==> src/rtl/dpbp_pkg.sv <==
// Shared types, constants and register codes for the depth pixel back-projection block.
// No dependencies; every other file of the block refers to this package by scoped names.
package dpbp_pkg;

  // Field widths fixed by the interface.
  localparam int DIM_W    = 12;   // image width / height registers
  localparam int CTR_W    = 15;   // principal point, 4 fraction bits
  localparam int RECIP_W  = 24;   // reciprocal focal length, 24 fraction bits
  localparam int DEPTH_W  = 16;
  localparam int COORD_W  = 32;
  localparam int IDX_W    = 22;
  localparam int POS_W    = 12;   // widest column or row a frame can have
  localparam int MAG_W    = 16;   // |pos*16 - center|
  localparam int PART_W   = MAG_W + RECIP_W;
  localparam int PROD_W   = PART_W + DEPTH_W;
  localparam int RND_SH   = 20;   // 28 fraction bits down to 8

  localparam int CFG_DATA_W = 24;
  localparam int CFG_IDX_W  = 3;

  // Queue between front and back.
  localparam int QDEPTH = 4;
  localparam int QPTR_W = $clog2(QDEPTH);
  localparam int QCNT_W = $clog2(QDEPTH + 1);

  localparam int DEF_MAX_WIDTH  = 2048;
  localparam int DEF_MAX_HEIGHT = 2048;

  // Register reset values.
  localparam logic [DIM_W-1:0]   RST_WIDTH  = 12'd640;
  localparam logic [DIM_W-1:0]   RST_HEIGHT = 12'd480;
  localparam logic [CTR_W-1:0]   RST_CX     = 15'd5120;
  localparam logic [CTR_W-1:0]   RST_CY     = 15'd3840;
  localparam logic [RECIP_W-1:0] RST_RFX    = 24'd31960;
  localparam logic [RECIP_W-1:0] RST_RFY    = 24'd31960;
  localparam logic [DEPTH_W-1:0] RST_THRESH = 16'd0;

  typedef enum logic [CFG_IDX_W-1:0] {
    REG_WIDTH  = 3'd0,
    REG_HEIGHT = 3'd1,
    REG_CX     = 3'd2,
    REG_CY     = 3'd3,
    REG_RFX    = 3'd4,
    REG_RFY    = 3'd5,
    REG_THRESH = 3'd6
  } cfg_reg_t;

  // One selected pixel as classified by the front.
  typedef struct packed {
    logic [DEPTH_W-1:0] depth;
    logic [POS_W-1:0]   col;
    logic [POS_W-1:0]   row;
    logic               invalid;
    logic [IDX_W-1:0]   idx;
  } item_t;

  // Queue status seen by the front and the top level.
  typedef struct packed {
    logic              full;
    logic [QCNT_W-1:0] count;
  } qstat_t;

  // Camera intrinsics used by the back.
  typedef struct packed {
    logic [CTR_W-1:0]   cx;
    logic [CTR_W-1:0]   cy;
    logic [RECIP_W-1:0] rfx;
    logic [RECIP_W-1:0] rfy;
  } cam_cfg_t;

endpackage

==> src/rtl/dpbp_queue.sv <==
// Four-entry queue that decouples the front end from the projection pipeline.
// Depends on dpbp_pkg.
module dpbp_queue (
  input  logic             clk,
  input  logic             rst_n,
  input  logic             push,
  input  dpbp_pkg::item_t  push_item,
  input  logic             pop,
  output logic             head_valid,
  output dpbp_pkg::item_t  head_item,
  output dpbp_pkg::qstat_t stat
);

  dpbp_pkg::item_t mem_r [dpbp_pkg::QDEPTH];
  logic [dpbp_pkg::QPTR_W-1:0] wr_ptr_r, wr_ptr_nxt;
  logic [dpbp_pkg::QPTR_W-1:0] rd_ptr_r, rd_ptr_nxt;
  logic [dpbp_pkg::QCNT_W-1:0] count_r, count_nxt;
  logic do_push, do_pop;

  assign head_valid = count_r != '0;
  assign head_item  = mem_r[rd_ptr_r];
  assign stat.full  = count_r == dpbp_pkg::QCNT_W'(dpbp_pkg::QDEPTH);
  assign stat.count = count_r;

  assign do_push = push & ~stat.full;
  assign do_pop  = pop & head_valid;

  always_comb begin
    wr_ptr_nxt = do_push ? wr_ptr_r + dpbp_pkg::QPTR_W'(1) : wr_ptr_r;
    rd_ptr_nxt = do_pop  ? rd_ptr_r + dpbp_pkg::QPTR_W'(1) : rd_ptr_r;
    count_nxt  = count_r;
    if (do_push && !do_pop) begin
      count_nxt = count_r + dpbp_pkg::QCNT_W'(1);
    end else if (!do_push && do_pop) begin
      count_nxt = count_r - dpbp_pkg::QCNT_W'(1);
    end
  end

  always_ff @(posedge clk) begin
    if (!rst_n) begin
      wr_ptr_r <= '0;
      rd_ptr_r <= '0;
      count_r  <= '0;
    end else begin
      wr_ptr_r <= wr_ptr_nxt;
      rd_ptr_r <= rd_ptr_nxt;
      count_r  <= count_nxt;
    end
  end

  always_ff @(posedge clk) begin
    if (do_push) begin
      mem_r[wr_ptr_r] <= push_item;
    end
  end

endmodule

==> config.mk <==
export PLATFORM = sky130hd
export DESIGN_NAME = dpbp_queue
export DESIGN_NICKNAME = d
export VERILOG_FILES = /design/src/rtl/dpbp_pkg.sv /design/src/rtl/dpbp_queue.sv
export SDC_FILE = /design/constraint.sdc
export NUM_CORES = 1
export LEC_CHECK = 0
export ABC_AREA = 1
export BUFFER_PORTS_ARGS = -buffer_cell sky130_fd_sc_hd__buf_2
export CAP_MARGIN = 20
export CORE_UTILIZATION = 31
export CTS_CLUSTER_SIZE = 10
export DETAILED_ROUTE_END_ITERATION = 16
export GPL_TIMING_DRIVEN = 0
export HOLD_SLACK_MARGIN = 0.08
export PLACE_DENSITY = 0.52
export SLEW_MARGIN = 20
export SYNTH_ARGS = -nofsm -noshare
export SYNTH_HDL_FRONTEND = slang
export SYNTH_SLANG_ARGS = --single-unit
==> constraint.sdc <==
create_clock -name clk -period 5.4 [get_ports clk]
set_input_delay 0.27 -clock clk [delete_from_list [all_inputs] [get_ports clk]]
set_output_delay 0.27 -clock clk [all_outputs]
set_load 0.01 [all_outputs]
# --- Yosys cells after proc, flatten, opt, wreduce, memory -nomap -nowiden ---
# Memories as Yosys holds them, arrays and structs flattened. A register that Yosys moved wholly into a read port is not among the register bits.
# Cells that the tools add are included.
totals:
  reg_bits: 7
  ramBits: 252
  output_inout_bits: 68
  n_memories: 1
  elab_cells: 24
memory_table:
  columns: ["memory", "words", "width", "read_ports", "rd_clocked_by_memory_dff", "write_ports", "line_no", "source"]
  rows:
  - ["mem_r", 4, 63, 1, 1, 1, "dpbp_queue.sv:14", "dpbp_pkg::item_t mem_r [dpbp_pkg::QDEPTH];"]
classes:
  addsub: 4
  n_eq_ne: 1
  reduce_logical: 6
  bitwise_logic: 3
  n_mux: 6
ops:
  columns: ["op", "n"]
  rows:
  - ["$mux 3", 2]
  - ["$add 2x1->2 const B", 2]
  - ["$mux 2", 2]
  - ["$add 3x1->3 const B", 1]
  - ["$eq 3x3->1 const B", 1]
  - ["$reduce_bool 3->1", 1]
  - ["$sub 3x1->3 const B", 1]
  - ["$and 1x1->1", 2]
  - ["$logic_and 1x1->1", 2]
  - ["$logic_not 1->1", 2]
  - ["$mux 1", 2]
  - ["$reduce_bool 2->1", 1]
  - ["$not 1->1", 1]

# --- Depth between registers and ports, before layout ---
depth:
  depth_word: 7
  mapped_depth: 13
  mapped_depth_nobuf: 13

# --- Worst setup path before layout ---
# Ideal clock, no wire load.
synth_path:
  path_type: "register -> register"
  startpoint: "reg count_r[0] (netlist bit)"
  endpoint: "mem mem_r[0][0] (netlist bit), enable pin"
  path_stages_with_launch: 5
  t_arrival_ps: 3378
  setup_ps: 484
  path_slack_ps: 1537
  path_buffers: 0
  cell_sequence: "dfxtp_1 -> nor2_1 -> nand2_1 -> nand2_1 -> nor2_1"
synth_between:
  elab_chain_cells: 5
synth_lines:
  columns: ["element", "line_no", "source"]
  rows:
  - ["from (decl)", "dpbp_queue.sv:17", "logic [dpbp_pkg::QCNT_W-1:0] count_r, count_nxt;"]
  - ["from (signal assigned)", "dpbp_queue.sv:47", "count_r <= count_nxt;"]
  - ["$eq 3x3->1", "dpbp_queue.sv:22", "assign stat.full = count_r == dpbp_pkg::QCNT_W'(dpbp_pkg::QDEPTH);"]
  - ["$not 1->1", "dpbp_queue.sv:25", "assign do_push = push & ~stat.full;"]
  - ["$and 1x1->1", "dpbp_queue.sv:25", null]
  - ["$mux 1", "dpbp_queue.sv:52", "if (do_push) begin"]
  - ["$mux 1 (implied by the code)", "dpbp_queue.sv:53", "mem_r[wr_ptr_r] <= push_item;"]
  - ["to (decl)", "dpbp_queue.sv:14", null]
# Every way passes these cells.

==> flow_summary.json <==
{
  "cts_buffers": 30,
  "rr_worst_depth": 6,
  "clockBufferDepth": 3,
  "rsz0062_at_grt": "false",
  "hold_end": "mem_r[3][6]$_DFFE_PP_",
  "whs_ps": 478,
  "clkSinkCount": 261,
  "synth_edf_count": 252,
  "core_sq_um": 31800,
  "vias": 6283,
  "r2r_slack_ps": 3190,
  "max_slew_margin": 0.582,
  "drtIter0Drc": 321,
  "detailed_place_hpwl_um": 14900,
  "ys_warn_count": 0,
  "yosysMostFrequentCell": "edfxtp_1",
  "h-tree-depth": 1,
  "finClkSkew_ps": 25.4,
  "syn_nets": 751,
  "synth.avg_cell_area_sq_um": 14.9,
  "reg2reg_from": "count_r[0]$_SDFFE_PN0P_",
  "peakVddDrop_mv": 0.196,
  "die_w_um": 182,
  "grt_max_degree": 23,
  "cp_slowest_stage_delay_ps": 410,
  "crit_family": "buffers and inverters",
  "async_reset_ff_frac": 0,
  "hp-class": "primary input to flop",
  "post_drt_wl_per_cell_um": 17.2,
  "initial_core_util": 0.318,
  "final_nets": 996,
  "die_area_sq_um": 33300,
  "power.density_nw_per_um2": 451,
  "clk_latency_ps": 550,
  "min_period_over_period": 0.439,
  "synth_cells": 678,
  "status": "finished clean",
  "synth.area.top_cells": "edfxtp_1 75%, o21ai_0 5.6%, nor2_1 3.7%",
  "placed_area_sq_um": 11600,
  "ys_top_cells_by_count": "252 x edfxtp_1, 114 x o21ai_0, 100 x nor2_1",
  "synth_top_cell_by_area": "edfxtp_1",
  "setup_viol_count_final": 0,
  "layout-drive-gt1-share": 0.301,
  "syn_area_sq_um": 10100,
  "place_congestion": 0.698,
  "grt.overflow.total": 0,
  "viasPerCell": 4.55,
  "min_period_ps": 2370,
  "holdPathStages": 2,
  "drv_slew": 0,
  "grt_usage": 0.143,
  "final_antenna_net_count": 0,
  "num_rows": 65,
  "path_cells": "buf_4 > clkinv_4 > clkbuf_1 > o21ai_0 > o22ai_1 > buf_2",
  "slowest_stage": "clkbuf_1",
  "grt_pass1_wl_um": 36300,
  "hp-start": "push_item[6]",
  "pin_count": 135,
  "fin_tns_setup_ps": 0,
  "wl_um": 23800,
  "fin_area_sq_um": 13200,
  "io_buffers": 134,
  "reg2reg_to": "mem_r[3][37]$_DFFE_PP_",
  "worstPathMaxFanout": 10,
  "drv_cap": 0,
  "grt_pass1_vias": 6393,
  "ys_ff_latch": 261,
  "cts-root-buf": "clkbuf_16",
  "cts.repair.resized": 0,
  "drc_errors": 0,
  "fillers": 2984,
  "ys_seq_area_frac": 0.767,
  "timing.critical_path.to_type": "output pin",
  "diodes": 0,
  "place_ws_ps": 3130,
  "critical_path_buf_inv_count": 4,
  "clkTransAtPathRegs_ps": 60,
  "fp.dieH_um": 182,
  "worstPathRequired_ps": 5130,
  "report.final.hold_viol_count": 0,
  "worst_slew_pin_slew_ps": 625,
  "area_growth_pct": 30.5,
  "ys.flop_type": "edfxtp_1",
  "p_leak_nw": 4.65,
  "firstDrtPassIters": 4,
  "cts_tree": "yes",
  "synth_cell_types": 24,
  "clock.fmax_mhz": 421,
  "synth_top_area_share": 0.749,
  "path_class": "flop to output pin",
  "arrival_ps": 2100,
  "antenna_found_initial": 0,
  "worst_slack_ps": 3030,
  "critPathLaunchType": "flop"
}
power by group:
part | internal (mW) | total [mW] | switching (mW)
Combinational | 0.603 | 1.63 | 1.02
Clock | 1.08 | 1.81 | 0.736
Sequential | 2.46 | 2.51 | 0.0523
Total | 4.14 | 5.95 | 1.81
per-layer routing:
metal  GRT usage  part of all wire  up-vias
li1            -                 -     3039
met1       0.187              0.45     3085
met2       0.242              0.49      124
met3      0.0273             0.046       35
met4      0.0380             0.018        0
met5           0                 0        -
cell usage in the layout (no fill, tap or decap), types with 2 or more instances in the layout:
| master | count |
|---|---|
| dlygate4sd3_1 | 67 |
| o22ai_1 | 33 |
| buf_6 | 6 |
| inv_1 | 15 |
| dfxtp_1 | 9 |
| o21ai_0 | 114 |
| ha_1 | 5 |
| o21ai_1 | 13 |
| buf_2 | 148 |
| clkbuf_16 | 31 |
| clkbuf_1 | 33 |
| clkbuf_2 | 7 |
| o22ai_2 | 30 |
| nor2_1 | 96 |
| nand2_1 | 15 |
| nand3_1 | 4 |
| buf_12 | 7 |
| clkinv_2 | 2 |
| a21oi_1 | 3 |
| nor2_4 | 4 |
| edfxtp_1 | 252 |
| buf_16 | 6 |
| nor2_2 | 40 |
logic make-up after synthesis:
logic type | synth area share
flops | 0.767
xor+xnor | 0.000867
fa+ha+maj | 0.00818
compound gates | 0.122
simple gates | 0.0703
buf+inv | 0.0315
registers in the layout, summed over array words and instances (netlist names), named ones only:
name and flops:
rd_ptr_r 2, count_r 3, mem_r 252, wr_ptr_r 2
worst register-to-register path: cells and delay by family (launching register included):
kind,cells,cell delay (ps)
and+or+nand+nor,4,1020
DFF,1,410
buffers and inverters,2,450
how the worst max path moves through the flow:
stage	from	end	slack [ps]	cells after the start
after floorplan	count_r[0]$_SDFFE_PN0P_	mem_r[0][0]$_DFFE_PP_	1540	4
after global placement	count_r[0]$_SDFFE_PN0P_	mem_r[0][28]$_DFFE_PP_	-930	4
after detailed placement	count_r[0]$_SDFFE_PN0P_	mem_r[3][37]$_DFFE_PP_	3130	6
after CTS	flop	head_item[20]	2990	6
after global routing	flop	head_item[30]	2850	6
final	flop	head_item[18]	3030	6
metrics by stage:
| step | util | total power [mW] | cells |
|---|---|---|---|
| after global placement | 0.356 | 4.14 | 1247 |
| final | 0.415 | 5.95 | 1382 |
| after global routing | 0.415 | 6.27 | 1382 |
| after floorplan | - | 3.48 | 678 |
| after detailed placement | 0.366 | 4.18 | 1259 |
| after CTS | 0.415 | 6.05 | 1382 |
final cells by class:
type	instances	area, sq um	area share
Inverter	17	76.3	0.00579
Tap cell	435	544	0.0413
Timing Repair Buffer	213	1630	0.123
Multi-Input combinational cell	360	2060	0.157
Clock inverter	2	10.0	0.000759
Sequential cell	261	7750	0.588
Buffer	40	241	0.0183
Clock buffer	54	872	0.0662
repair_timing:
item,in CTS,in global routing
endpoints found under the setup margin,0,0
hold buffers,67,0
buffers inserted,0,0
hold endpoints to repair,260,0
(Power assumes the default switching activity.)
