`src/rtl/dpbp_pkg.sv`:
```
// Shared types, constants and register codes for the depth pixel back-projection block.
// No dependencies; every other file of the block refers to this package by scoped names.
package dpbp_pkg;

  // Field widths fixed by the interface.
  localparam int DIM_W    = 12;   // image width / height registers
  localparam int CTR_W    = 15;   // principal point, 4 fraction bits
  localparam int RECIP_W  = 24;   // reciprocal focal length, 24 fraction bits
  localparam int DEPTH_W  = 16;
  localparam int COORD_W  = 32;
  localparam int IDX_W    = 22;
  localparam int POS_W    = 12;   // widest column or row a frame can have
  localparam int MAG_W    = 16;   // |pos*16 - center|
  localparam int PART_W   = MAG_W + RECIP_W;
  localparam int PROD_W   = PART_W + DEPTH_W;
  localparam int RND_SH   = 20;   // 28 fraction bits down to 8

  localparam int CFG_DATA_W = 24;
  localparam int CFG_IDX_W  = 3;

  // Queue between front and back.
  localparam int QDEPTH = 4;
  localparam int QPTR_W = $clog2(QDEPTH);
  localparam int QCNT_W = $clog2(QDEPTH + 1);

  localparam int DEF_MAX_WIDTH  = 2048;
  localparam int DEF_MAX_HEIGHT = 2048;

  // Register reset values.
  localparam logic [DIM_W-1:0]   RST_WIDTH  = 12'd640;
  localparam logic [DIM_W-1:0]   RST_HEIGHT = 12'd480;
  localparam logic [CTR_W-1:0]   RST_CX     = 15'd5120;
  localparam logic [CTR_W-1:0]   RST_CY     = 15'd3840;
  localparam logic [RECIP_W-1:0] RST_RFX    = 24'd31960;
  localparam logic [RECIP_W-1:0] RST_RFY    = 24'd31960;
  localparam logic [DEPTH_W-1:0] RST_THRESH = 16'd0;

  typedef enum logic [CFG_IDX_W-1:0] {
    REG_WIDTH  = 3'd0,
    REG_HEIGHT = 3'd1,
    REG_CX     = 3'd2,
    REG_CY     = 3'd3,
    REG_RFX    = 3'd4,
    REG_RFY    = 3'd5,
    REG_THRESH = 3'd6
  } cfg_reg_t;

  // One selected pixel as classified by the front.
  typedef struct packed {
    logic [DEPTH_W-1:0] depth;
    logic [POS_W-1:0]   col;
    logic [POS_W-1:0]   row;
    logic               invalid;
    logic [IDX_W-1:0]   idx;
  } item_t;

  // Queue status seen by the front and the top level.
  typedef struct packed {
    logic              full;
    logic [QCNT_W-1:0] count;
  } qstat_t;

  // Camera intrinsics used by the back.
  typedef struct packed {
    logic [CTR_W-1:0]   cx;
    logic [CTR_W-1:0]   cy;
    logic [RECIP_W-1:0] rfx;
    logic [RECIP_W-1:0] rfy;
  } cam_cfg_t;

endpackage

```
`src/rtl/dpbp_front.sv`:
```
// Front end: accepts pixels, tracks raster position, drops masked pixels and classifies depth.
// Depends on dpbp_pkg.
module dpbp_front #(
  parameter int MAX_WIDTH  = dpbp_pkg::DEF_MAX_WIDTH,
  parameter int MAX_HEIGHT = dpbp_pkg::DEF_MAX_HEIGHT
) (
  input  logic                         clk,
  input  logic                         rst_n,
  input  logic                         in_valid,
  output logic                         in_stall,
  input  logic [dpbp_pkg::DEPTH_W-1:0] in_depth_value,
  input  logic                         in_pixel_selected,
  input  logic [dpbp_pkg::DIM_W-1:0]   image_width,
  input  logic [dpbp_pkg::DIM_W-1:0]   image_height,
  input  logic [dpbp_pkg::DEPTH_W-1:0] depth_threshold,
  input  dpbp_pkg::qstat_t             q_stat,
  output logic                         q_push,
  output dpbp_pkg::item_t              q_item
);

  localparam int CW = $clog2(MAX_WIDTH);
  localparam int RW = $clog2(MAX_HEIGHT);
  localparam int LW = dpbp_pkg::DIM_W + 1;

  logic [CW-1:0] col_r, col_nxt;
  logic [RW-1:0] row_r, row_nxt;
  logic [dpbp_pkg::DIM_W-1:0] w_eff, h_eff;
  logic accept;

  assign in_stall = q_stat.full;
  assign accept   = in_valid & ~in_stall;
  assign q_push   = accept & in_pixel_selected;

  // Zero reads as one, values above the parameter are clamped to it.
  always_comb begin
    if (image_width == '0) begin
      w_eff = dpbp_pkg::DIM_W'(1);
    end else if (32'(image_width) > 32'(MAX_WIDTH)) begin
      w_eff = dpbp_pkg::DIM_W'(MAX_WIDTH);
    end else begin
      w_eff = image_width;
    end
    if (image_height == '0) begin
      h_eff = dpbp_pkg::DIM_W'(1);
    end else if (32'(image_height) > 32'(MAX_HEIGHT)) begin
      h_eff = dpbp_pkg::DIM_W'(MAX_HEIGHT);
    end else begin
      h_eff = image_height;
    end
  end

  always_comb begin
    col_nxt = col_r;
    row_nxt = row_r;
    if (accept) begin
      if (LW'(col_r) + LW'(1) >= LW'(w_eff)) begin
        col_nxt = '0;
        if (LW'(row_r) + LW'(1) >= LW'(h_eff)) begin
          row_nxt = '0;
        end else begin
          row_nxt = row_r + RW'(1);
        end
      end else begin
        col_nxt = col_r + CW'(1);
      end
    end
  end

  always_ff @(posedge clk) begin
    if (!rst_n) begin
      col_r <= '0;
      row_r <= '0;
    end else begin
      col_r <= col_nxt;
      row_r <= row_nxt;
    end
  end

  always_comb begin
    q_item.depth   = in_depth_value;
    q_item.col     = dpbp_pkg::POS_W'(col_r);
    q_item.row     = dpbp_pkg::POS_W'(row_r);
    q_item.invalid = in_depth_value < depth_threshold;
    q_item.idx     = dpbp_pkg::IDX_W'(24'(row_r) * 24'(w_eff) + 24'(col_r));
  end

endmodule

```
`config.mk`:
```
export PLATFORM = sky130hd
export DESIGN_NAME = dpbp_front
export DESIGN_NICKNAME = d
export VERILOG_FILES = /design/src/rtl/dpbp_pkg.sv /design/src/rtl/dpbp_front.sv
export SDC_FILE = /design/constraint.sdc
export NUM_CORES = 1
export LEC_CHECK = 0
export ABC_AREA = 0
export BUFFER_PORTS_ARGS = -buffer_cell sky130_fd_sc_hd__clkbuf_2
export CORE_MARGIN = 5
export CORE_UTILIZATION = 64
export DETAILED_ROUTE_END_ITERATION = 10
export HOLD_SLACK_MARGIN = 0.12
export PLACE_DENSITY = 0.9
export SYNTH_ARGS = -nofsm -noshare
export SYNTH_HDL_FRONTEND = slang
export SYNTH_SLANG_ARGS = --single-unit
export TNS_END_PERCENT = 1
```
`constraint.sdc`:
```
create_clock -name clk -period 10.8 [get_ports clk]
set_input_delay 0.54 -clock clk [delete_from_list [all_inputs] [get_ports clk]]
set_output_delay 0.54 -clock clk [all_outputs]
set_load 0.02 [all_outputs]
```
**Word-level counts from Yosys, hierarchy flattened**

Cells that the tools add are included.

- Register bits: 22
- Output and inout bits: 65
- Word-level logic and storage cells: 25

- Add/subtract/negate cells: 5
- $mul: 1
- $lt $le $gt $ge: 5
- Mux-type cells: 6
- Bitwise logic cells: 3
- Reduce and logical (&&, ||, !) cells: 3

Operators by type and width:

| operator | number |
|---|---|
| $mux W12 | 4 |
| $add A11 B1 Y12 const B | 2 |
| $ge A12 B12 Y1 | 2 |
| $gt A12 B12 Y1 const B | 2 |
| $logic_not A12 Y1 | 2 |
| $add A11 B1 Y11 const B | 2 |
| $add A22 B11 Y22 | 1 |
| $mul A11 B12 Y22 | 1 |
| $mux W11 | 2 |
| $lt A16 B16 Y1 | 1 |
| $and A1 B1 Y1 | 2 |
| $reduce_and A2 Y1 | 1 |
| $not A1 Y1 | 1 |

**Logic depth before layout (Yosys ltp)**

- Depth after elaboration: 5
- Gate-level depth with buffers: 22
- Mapped depth without buffers: 21

**Least setup slack after synthesis**

OpenSTA, ideal clock, no wires.

- Path type: input -> output
- Start: in image_width[7] in the netlist's numbering
- End: out q_item[21] in the netlist's numbering
- Data arrival time: 5807 ps
- Data required time: 10260 ps
- Path slack: 4453 ps
- Stages: 20
- Buffers on the path: 1
- Cells stage by stage: nor4_1 > a31oi_1 > nor2_1 > clkbuf_1 > nand2_1 > fa_1 > fa_1 > inv_1 > fa_1 > fa_1 > inv_1 > fa_1 > inv_1 > ha_1 > nand3_1 > o21ba_2 > o21ai_1 > a41oi_1 > o21ai_0 > a211oi_1

RTL lines:

| what | line | text |
|---|---|---|
| start: declaration | dpbp_front.sv:13 | `input logic [dpbp_pkg::DIM_W-1:0] image_width,` |
| end: declaration | dpbp_front.sv:18 | `output dpbp_pkg::item_t q_item` |

==> results.json <==
{
  "drtAntennaViolNets": 0,
  "grt_usage_pct": 24.78,
  "status": "finished, final reports clean",
  "worstHoldEndpoint": "col_r[8]$_SDFFE_PN0P_",
  "htreeDepth": 1,
  "port_buffers": 123,
  "yosys-top-cells-count": "inv_1 (185), nand2_1 (120), ha_1 (100), fa_1 (99), and2_1 (48)",
  "clkTransAtPathRegs_ns": 0.08,
  "totalWireLength_mm": 16.33,
  "synthSimpleGateAreaFrac_pct": 19.66,
  "crit_chain": "clkbuf_2, nor2b_1, nand2_1, fa_1, fa_1, fa_1, inv_1, fa_1, inv_1, fa_1, inv_1, ha_1, or3_1, o21ai_1, a41oi_1, or4_1, nand4_1, clkbuf_2",
  "grt_pass1_vias": 6361,
  "synth_cell_type_count": 54,
  "die_area_mm2": 0.01334,
  "async_flop_share_pct": 0,
  "fin_crit_ns": 7.221,
  "synth_fa_ha_area_share_pct": 45.39,
  "arrival_ns": 6.68,
  "end_kind": "output port",
  "finClkSkew_ns": 0.004939,
  "ys_warn_count": 0,
  "cts_hold_buf": 0,
  "crit-reg2reg-launch": "row_r[1]$_SDFFE_PN0P_",
  "dr.pass1.iters": 5,
  "worstSetupPathType": "input port to output port",
  "start_kind": "input port",
  "fmax_ghz": 0.1385,
  "ctsResizeCount": 0,
  "vias_per_cell": 5.645,
  "ioPinCount": 129,
  "initial_core_util_pct": 65.42,
  "hold_violations": 0,
  "holdCritPathClass": "register to register",
  "synth_mux_area_share_pct": 0.2986,
  "routed-via-count": 6277,
  "netlist_area_mm2": 0.007123,
  "synth_area_leaders": "fa_1 (28%), ha_1 (18%), inv_1 (9.7%)",
  "worstPathMaxFanout": 23,
  "rrSetupSlack_ns": 6.95,
  "core_region_area_mm2": 0.01089,
  "drc_errors": 0,
  "diodes": 0,
  "cts_buffer_depth": 2,
  "relSlewSlack_pct": 32.52,
  "layout-drive-gt1-share_pct": 14.40,
  "antenna_found_initial": 0,
  "synthDominantCellAreaShare_pct": 27.82,
  "synth_top_family_by_area": "adder cells",
  "place_congestion": 0.8835,
  "rsz0062_at_grt": "no",
  "setup_ws_ns": 3.579,
  "synth.most_common_cell": "inv_1",
  "required_ns": 10.26,
  "r2r_end": "row_r[6]$_SDFFE_PN0P_",
  "hold_depth": 2,
  "hp-start": "col_r[8]$_SDFFE_PN0P_",
  "dp_hpwl_mm": 13.61,
  "clock_latency_ns": 0.26,
  "setup_violations": 0,
  "cts_tree": "done",
  "rows": 38,
  "fin_crit_sh_pct": 66.86,
  "power_density_mw_per_mm2": 32.07,
  "ys_seq_area_share_pct": 6.183,
  "slew_violations": 0,
  "grt_pass1_wl_mm": 27.67,
  "synth_edf_count": 0,
  "cts_root_buf": "clkbuf_8",
  "power_mw": 0.2468,
  "drv_cap": 0,
  "syn_area_per_cell_um2": 7.923,
  "synth-xor-area-share_pct": 4.058,
  "drtIter0Drc": 345,
  "path_buf_inv": 5,
  "grt_max_degree": 24,
  "cpMaxStageDelayCell": "nor2b_1",
  "nets": 1236,
  "synthFlopType": "dfxtp_1",
  "ys_ff_latch": 22,
  "place_ws_ns": 3.636,
  "grt-ovfl-total": 0,
  "worst_pin_slew_ns": 1.010,
  "die_width_um": 115.5,
  "numCtsBuffers": 3,
  "area_growth_pct": 8.045,
  "ir_drop_mv": 0.05017,
  "synthCells": 899,
  "design_area_mm2": 0.007696,
  "slowest_delay_ns": 0.86,
  "post_cts_buffers": 0,
  "placed_area_mm2": 0.007641,
  "critPathTopFamily": "adder cells",
  "cp_common_cell": "fa_1",
  "synth_area_leader_cell": "fa_1",
  "clock-sinks": 22,
  "finalSetupTns_ns": 0,
  "wl_per_cell_um": 14.68,
  "synth_compound_area_share_pct": 10.42,
  "fp.dieH_um": 115.5,
  "worst-r2r-cell-count": 12,
  "power_leakage_nw": 4.221
}
[cell type report]
class	instances	area (µm²)
Inverter	185	694.4
Sequential cell	22	440.4
Fill cell	870	3192
Timing Repair Buffer	126	638.1
Clock buffer	4	55.05
Tap cell	140	175.2
Multi-Input combinational cell	635	5693
[flip-flops by register name, summed over array words and instances (netlist names)]
signal and flops:
row_r 11, col_r 11
[stage by stage]
stage / hold slack (ns) / cells / utilization, %
2_1_floorplan: 0.5409 / 900 / -
3_3_place_gp: 0.4609 / 1108 / 70.18
3_5_place_dp: 0.4666 / 1108 / 70.18
4_1_cts: 0.4776 / 1112 / 70.68
5_1_grt: 0.5151 / 1112 / 70.68
6_report: 0.4758 / 1112 / 70.68
[how the worst max path moves through the flow]
stage | end | slack (ns) | start | cells past startpoint
final | q_item[19] | 3.58 | image_width[11] | 18
after global routing | q_item[21] | 3.29 | image_width[11] | 18
after CTS | q_item[19] | 3.65 | image_width[11] | 18
after detailed placement | q_item[19] | 3.64 | image_width[11] | 18
after global placement | q_item[19] | 3.78 | image_width[11] | 18
after floorplan | q_item[21] | 4.45 | image_width[7] | 20
[worst register-to-register path, stage by stage, from the launching register on]
cell	delay [ns]
dfxtp_1	0.80
ha_1	0.39
and3_1	0.20
and3_1	0.21
nand3_1	0.11
xnor2_1	0.31
ha_1	0.28
and4_1	0.19
o21ai_0	0.11
o2111ai_1	0.28
nor2_1	0.49
nand2b_1	0.17
o31ai_1	0.22
[report_power, final]
group,internal (mW),switching [mW],total (mW),leakage [nW]
clock network,0.0325,0.0260,0.0585,0.0288
logic,0.0394,0.0616,0.101,4.01
registers,0.0822,0.00511,0.0873,0.178
[layer usage]
metal,share of wire [%],GRT usage (%)
met5,0,0
met4,1.7,5.869
met3,6.9,2.454
met1,38,30.31
met2,53,46.80
[cells by family after synthesis]
group	Yosys count
AND/OR/NAND/NOR	290
adder cells (fa/ha/maj)	199
buffers and inverters	243
other	1
XOR/XNOR	33
AO/OA/AOI/OAI	109
flip-flops	22
multiplexers	2
[placed cells by master, fill, tap and decap left out, drive strengths merged, types with 7 or more instances in the layout]
| cell | netlist | final |
|---|---|---|
| nor2 | 34 | 34 |
| xnor2 | 26 | 26 |
| dfxtp | 22 | 22 |
| fa | 99 | 99 |
| ha | 100 | 100 |
| and2 | 48 | 48 |
| o21ai | 20 | 20 |
| inv | 185 | 185 |
| xor2 | 7 | 7 |
| a21oi | 24 | 24 |
| and3 | 12 | 12 |
| nand3 | 22 | 22 |
| nor2b | 13 | 13 |
| clkbuf | 37 | 127 |
| a21o | 13 | 13 |
| nand2 | 121 | 121 |
| a31oi | 8 | 8 |
| a211oi | 7 | 7 |
| nor3 | 13 | 13 |
(Power assumes the default switching activity.)
